[src/rtl/core/frame_aged_lru_batch_cache_unit_macros.svh]
// Assertion macros for the frame aged cache unit
`ifndef FRAME_AGED_LRU_BATCH_CACHE_UNIT_MACROS_SVH
`define FRAME_AGED_LRU_BATCH_CACHE_UNIT_MACROS_SVH
// implication checked on every clock unless reset
`define FALC_ASSERT_IMP(label, clk, rst, a, b) \
  label: assert property (@(posedge clk) disable iff (rst) (a) |-> (b)) \
    else $error("assertion failed");
// next-cycle implication
`define FALC_ASSERT_NXT(label, clk, rst, a, b) \
  label: assert property (@(posedge clk) disable iff (rst) (a) |=> (b)) \
    else $error("assertion failed");
`endif

[src/rtl/core/falc_pkg.sv]
// Package: types, constants and codes of the frame aged cache
`timescale 1ns / 1ps
`default_nettype none
package falc_pkg;
  localparam int CAPACITY_DEF = 64;
  localparam int PAYLOAD_BITS_DEF = 32;
  localparam logic [31:0] AGE_RESET = 32'd120;

  localparam logic [2:0] FN_BEGIN = 3'd0;
  localparam logic [2:0] FN_FIND  = 3'd1;
  localparam logic [2:0] FN_STORE = 3'd2;
  localparam logic [2:0] FN_INV_EP = 3'd3;
  localparam logic [2:0] FN_INV_ALL = 3'd4;

  typedef struct packed {
    logic [2:0]  func;
    logic [63:0] frame_number;
    logic        full_frame;
    logic        allow_retained;
    logic [63:0] cache_key;
    logic [63:0] epoch_tag;
    logic        entry_valid;
    logic [31:0] hit_count_in;
    logic [31:0] payload_in;
  } req_t;

  typedef struct packed {
    logic        hit;
    logic [31:0] payload_out;
    logic [31:0] hit_count_out;
    logic [6:0]  removed_count;
    logic [6:0]  live_count;
  } rsp_t;

  // controller to datapath
  typedef struct packed {
    logic start;     // latch request, clear scan accumulators
    logic scan;      // examine slot at scan index
    logic scan_last; // last slot of scan
    logic write;     // perform the update step
  } cmd_t;
endpackage
`default_nettype wire

[src/rtl/core/falc_ctrl.sv]
// Controller: sequences the slot scan and the update for each request
`timescale 1ns / 1ps
`default_nettype none
module falc_ctrl #(
  parameter int CAPACITY = falc_pkg::CAPACITY_DEF
) (
  input  wire logic clk,
  input  wire logic rst,
  input  wire logic in_valid,
  output logic      in_ready,
  output logic      out_valid,
  input  wire logic out_ready,
  output falc_pkg::cmd_t cmd,
  output logic [$clog2(CAPACITY)-1:0] scan_idx
);
  localparam int AW = $clog2(CAPACITY);
  typedef enum logic [1:0] {IDLE, PRIME, SCAN, WRITE} state_t;
  state_t state;
  logic [AW-1:0] idx;
  logic out_busy;

  assign in_ready = (state == IDLE) && !out_busy;
  assign out_valid = out_busy;
  assign scan_idx = idx;

  always_comb begin
    cmd.start = in_valid && in_ready;
    cmd.scan = (state == SCAN);
    cmd.scan_last = (state == SCAN) && (idx == AW'(CAPACITY - 1));
    cmd.write = (state == WRITE);
  end

  // one priming state: read address leads the scan index (registered RAM read)
  always_ff @(posedge clk) begin
    if (rst) begin
      state <= IDLE;
      idx <= '0;
      out_busy <= 1'b0;
    end else begin
      if (out_busy && out_ready) out_busy <= 1'b0;
      case (state)
        IDLE: if (in_valid && in_ready) begin
          state <= PRIME;
          idx <= '0;
        end
        PRIME: state <= SCAN;
        SCAN: begin
          if (idx == AW'(CAPACITY - 1)) state <= WRITE;
          else idx <= idx + 1'b1;
        end
        WRITE: begin
          state <= IDLE;
          out_busy <= 1'b1;
        end
        default: state <= IDLE;
      endcase
    end
  end
endmodule
`default_nettype wire

[config.mk]
export PLATFORM = sky130hd
export DESIGN_NAME = falc_ctrl
export DESIGN_NICKNAME = d
export VERILOG_FILES = /design/src/rtl/core/frame_aged_lru_batch_cache_unit_macros.svh /design/src/rtl/core/falc_pkg.sv /design/src/rtl/core/falc_ctrl.sv
export SDC_FILE = /design/constraint.sdc
export NUM_CORES = 1
export LEC_CHECK = 0
export ABC_AREA = 1
export BUFFER_PORTS_ARGS = -buffer_cell sky130_fd_sc_hd__buf_2
export CORE_MARGIN = 1.5
export CORE_UTILIZATION = 30
export DETAILED_ROUTE_END_ITERATION = 8
export PLACE_DENSITY_LB_ADDON = 0.15
export SLEW_MARGIN = 20
export SYNTH_ARGS = -nofsm -noshare
export SYNTH_HDL_FRONTEND = slang
export SYNTH_SLANG_ARGS = --single-unit
[constraint.sdc]
create_clock -name clk -period 1.5 [get_ports clk]
set_clock_uncertainty 0.2 [all_clocks]
set_input_delay 0.15 -clock clk [delete_from_list [all_inputs] [get_ports clk]]
set_output_delay 0.15 -clock clk [all_outputs]
set_load 0.005 [all_outputs]
; After elaboration in Yosys (flattened, before gate mapping)
; Cells that the tools add are included.
[word_totals]
ff_bits = 9
in_bits = 4
word_cells = 29
[classes]
eq_ne = 7
reduce_logical = 10
mux = 8
n_addsub = 1
[op_table]
columns = op, n
row1 = $mux 6, 2
row2 = $pmux 6 s2, 1
row3 = $pmux 2 s4, 1
row4 = $add 6x1->6 const B, 1
row5 = $eq 6x6->1 const B, 1
row6 = $eq 2x2->1 const B, 2
row7 = $logic_and 1x1->1, 4
row8 = $mux 2, 2
row9 = $ne 2x2->1 const B, 2
row10 = $reduce_bool 2->1, 2
row11 = $reduce_and 3->1, 1
row12 = $eq 2x1->1 const B, 1
row13 = $logic_not 2->1, 1
row14 = $mux 1, 2
row15 = $ne 2x1->1 const B, 1
row16 = $reduce_and 2->1, 1
row17 = $logic_not 1->1, 1

; Logic depth before layout (Yosys ltp)
[logic_depth]
depth_word = 5
ltp_mapped = 10

; Worst setup path after synthesis
; No wires, ideal clock.
[synth_path]
path_type = reg2reg
from = register state[0]
to = register idx[1] (netlist: scan_idx[1])
path_stages_with_launch = 11
slack_ns = -0.079
n_path_buf = 1
t_arrival_ns = 1.265
path_cell_list = dfxtp_1 > inv_1 > ha_1 > buf_4 > inv_4 > o21ai_4 > nand2_4 > inv_2 > nand2_2 > nand2_2 > nor2_2
[synth_rtl]
columns = element, line
row1 = "start, declared", falc_ctrl.sv:18  ; state_t state;
row2 = "start signal, assigned", falc_ctrl.sv:36  ; state <= IDLE;
row3 = "start signal, assigned", falc_ctrl.sv:43  ; state <= PRIME;
row4 = "start signal, assigned", falc_ctrl.sv:46  ; PRIME: state <= SCAN;
row5 = "end signal, assigned", falc_ctrl.sv:49  ; else idx <= idx + 1'b1;
row6 = "end, declared", falc_ctrl.sv:19  ; logic [AW-1:0] idx;

==> out/qor.csv <==
stage;metric;value;unit
run_status;outcome;complete, but fails checks;
run_status;violations;negative setup slack;
layout;final_cells;154;
floorplanning;core;1960;um^2
logic_synthesis;yosysMostFrequentCell;nand2_1;
floorplanning;start_util;0.320;
sta;setup_slack;-0.0411;ns
critical_path;worstSetupPathType;flip-flop to primary output;
pwr;ir_drop;815;uV
critical_path;r2r-end;scan_idx[1]$_SDFFE_PP0P_;
critical_path;setup.worst_path.end;cmd[1];
sta;period_share;1.03;
floorplanning;core.rowCount;16;
clock_tree;cts.clk_slew.worst_paths;0.07;ns
global_route;grt_start_max_net_pins;7;
layout;fillCellCount;208;
drt;drc;0;
clock_tree;cts.root.buffer_cell;clkbuf_4;
critical_path;r2r_slack;0;ns
place;placed_area;807;um^2
layout;fin_util;0.522;
floorplanning;io_pins;16;
critical_path;crit_start;scan_idx[0]$_SDFFE_PP0P_;
logic_synthesis;synth-edff-count;0;
clock_tree;clock_path_buffers;2;
critical_path;cp_max_fo;2;
logic_synthesis;synth_commonest_cells;19 x nand2_1, 12 x inv_1, 12 x nor2_1, 9 x dfxtp_1, 7 x nand3_1;
clock_tree;cts_tree;done;
pwr;power.density;1440;nW/um^2
clock_tree;h-tree-depth;1;
critical_path;rr_worst_depth;9;
clock_tree;numCtsBuffers;3;
logic_synthesis;synth_area_leaders;dfxtp_1 29%, nand2_1 11%, ha_1 10%, inv_1 7.2%, nor2_1 7.2%;
logic_synthesis;synth_seq_area_share;0.287;
logic_synthesis;ys_types;20;
logic_synthesis;synth_top_area_share;0.287;
worst_hold_path;hold_path_class;input port to flip-flop;
worst_hold_path;hold_depth;5;
drt;drt_pass1_iterations;4;
floorplanning;die_h;48.8;um
floorplanning;fp.dieW;48.8;um
run;maxCapViolations;0;
drt;num_vias;653;
logic_synthesis;syn_inst;92;
layout;fin_area;1020;um^2
logic_synthesis;async_flop_share;0;
sta;hold_viol;0;
logic_synthesis;synth-seq-cells;9;
global_route;grt_first_pass_wirelength;2.47;mm
drt;vias_per_cell;4.24;
sta;fmax;649;MHz
drt;ant_nets;0;
place;dp.cells;143;
drt;post_drt_wl_per_cell;9.66;um
global_route;antenna_found_initial;0;
pwr;power;1.47;mW
critical_path;cp.required;1.15;ns
place;hpwl;1.09;mm
clock_tree;clkSinkCount;9;
layout;drive_above_1_share;0.575;
critical_path;start_kind;flip-flop;
global_route;grt_pass1_vias;589;
layout;area_delta_synth_final;62.9;%
sta;finalCriticalPeriod;1.54;ns
global_route;track_usage;0.133;
drt;drt_iter0_markers;10;
place;port_buffers;15;
logic_synthesis;synthFlopType;dfxtp_1;
global_route;gr-total-overflow;0;
layout;diodes;0;
sta;tightest_slew;0.292;ns
logic_synthesis;syn_nets;101;
logic_synthesis;syn_area_per_cell;6.83;um^2
place;place_congestion;0.780;
sta;setup_viol;3;
critical_path;crit_arrival;1.19;ns
logic_synthesis;yosysTopAreaCell;dfxtp_1;
logic_synthesis;yosysWarnings;0;
pwr;leakage;0.476;nW
critical_path;r2r-start;state[0]$_SDFFE_PP0P_;
sta;drv_slew;0;
place;place_ws;-0.0422;ns
drt;wl;1.49;mm
critical_path;end_kind;primary output;
layout;nets;137;
clock_tree;clkLatencyLatePin;0.26;ns
sta;rsz0062_at_grt;yes;
floorplanning;dieArea;2380;um^2
sta;slew_headroom;0.805;
logic_synthesis;synth_area;628;um^2
## metal layers
layer / global-route usage / vias to the layer above / share of wire
li1: - / 350 / -
met1: 0.176 / 285 / 0.50
met2: 0.210 / 18 / 0.46
met3: 0.0370 / 0 / 0.048
met4: 0.0429 / 0 / 0
met5: 0 / - / 0
## how the worst min path moves through the flow
stage / from / slack, ns / to
after floorplan: rst / 0.02 / scan_idx[2]$_SDFFE_PP0P_
after global placement: rst / 0.19 / state[1]$_SDFFE_PP0P_
after detailed placement: rst / 0.19 / scan_idx[2]$_SDFFE_PP0P_
after CTS: in_valid / 0.18 / scan_idx[4]$_SDFFE_PP0P_
after global routing: in_valid / 0.20 / scan_idx[4]$_SDFFE_PP0P_
final: in_valid / 0.18 / scan_idx[4]$_SDFFE_PP0P_
## critical path, cell delays in order (launching register included)
cell and delay, ns:
dfxtp_2 0.35, ha_4 0.15, nand2_4 0.06, nor2_4 0.13
nand3_4 0.10, inv_2 0.05, buf_2 0.09
## power breakdown
part / switching, mW / total (mW) / leakage (nW) / internal [mW]
registers: 0.0455 / 0.337 / 0.0750 / 0.292
clock network: 0.0989 / 0.202 / 0.0150 / 0.103
logic: 0.473 / 0.932 / 0.386 / 0.459
total: 0.618 / 1.47 / 0.476 / 0.853
## kinds of logic after synthesis
group           Yosys count  share of synthesized area
compound gates            8                     0.0817
flops                     9                      0.287
simple gates             50                      0.402
buf+inv                  20                      0.129
fa+ha+maj                 5                     0.0996
## sequential cells by signal, summed over array words and instances (netlist names)
signal     count
out_valid      1
scan_idx       6
state          2
## cell type report
type	instances	area, um^2	share of cell area
inverters	19	81.3	0.0795
flip-flops and latches	9	188	0.183
well taps	27	33.8	0.0330
repair buffers	32	228	0.222
multi-input cells	63	467	0.456
clock buffers	4	26.3	0.0257
## cells in the final DEF, fill, tap and decap left out, drive strengths merged
cell,count
a21oi,4
buf,30
clkbuf,4
dfxtp,9
dlygate4sd3,2
ha,5
inv,19
nand2,25
nand3,9
nand3b,1
nor2,15
o21ai,4
## stage by stage
step                TNS (ns)  hold WS, ns
finish               -0.0475        0.182
floorplan                  0       0.0191
CTS                  -0.0927        0.184
detailed placement    -0.103        0.191
global route          -0.427        0.198
global placement     -0.0294        0.187
## repair_timing
action | 4_1_cts | 5_1_grt
pin swaps | 6 | 9
setup endpoints to repair | 8 | 12
gates resized for setup | 17 | 17
hold endpoints to repair | 3 | 0
hold buffers | 2 | 0
buffers inserted | 5 | 0
Note: power is estimated with default switching activity, not from simulation.
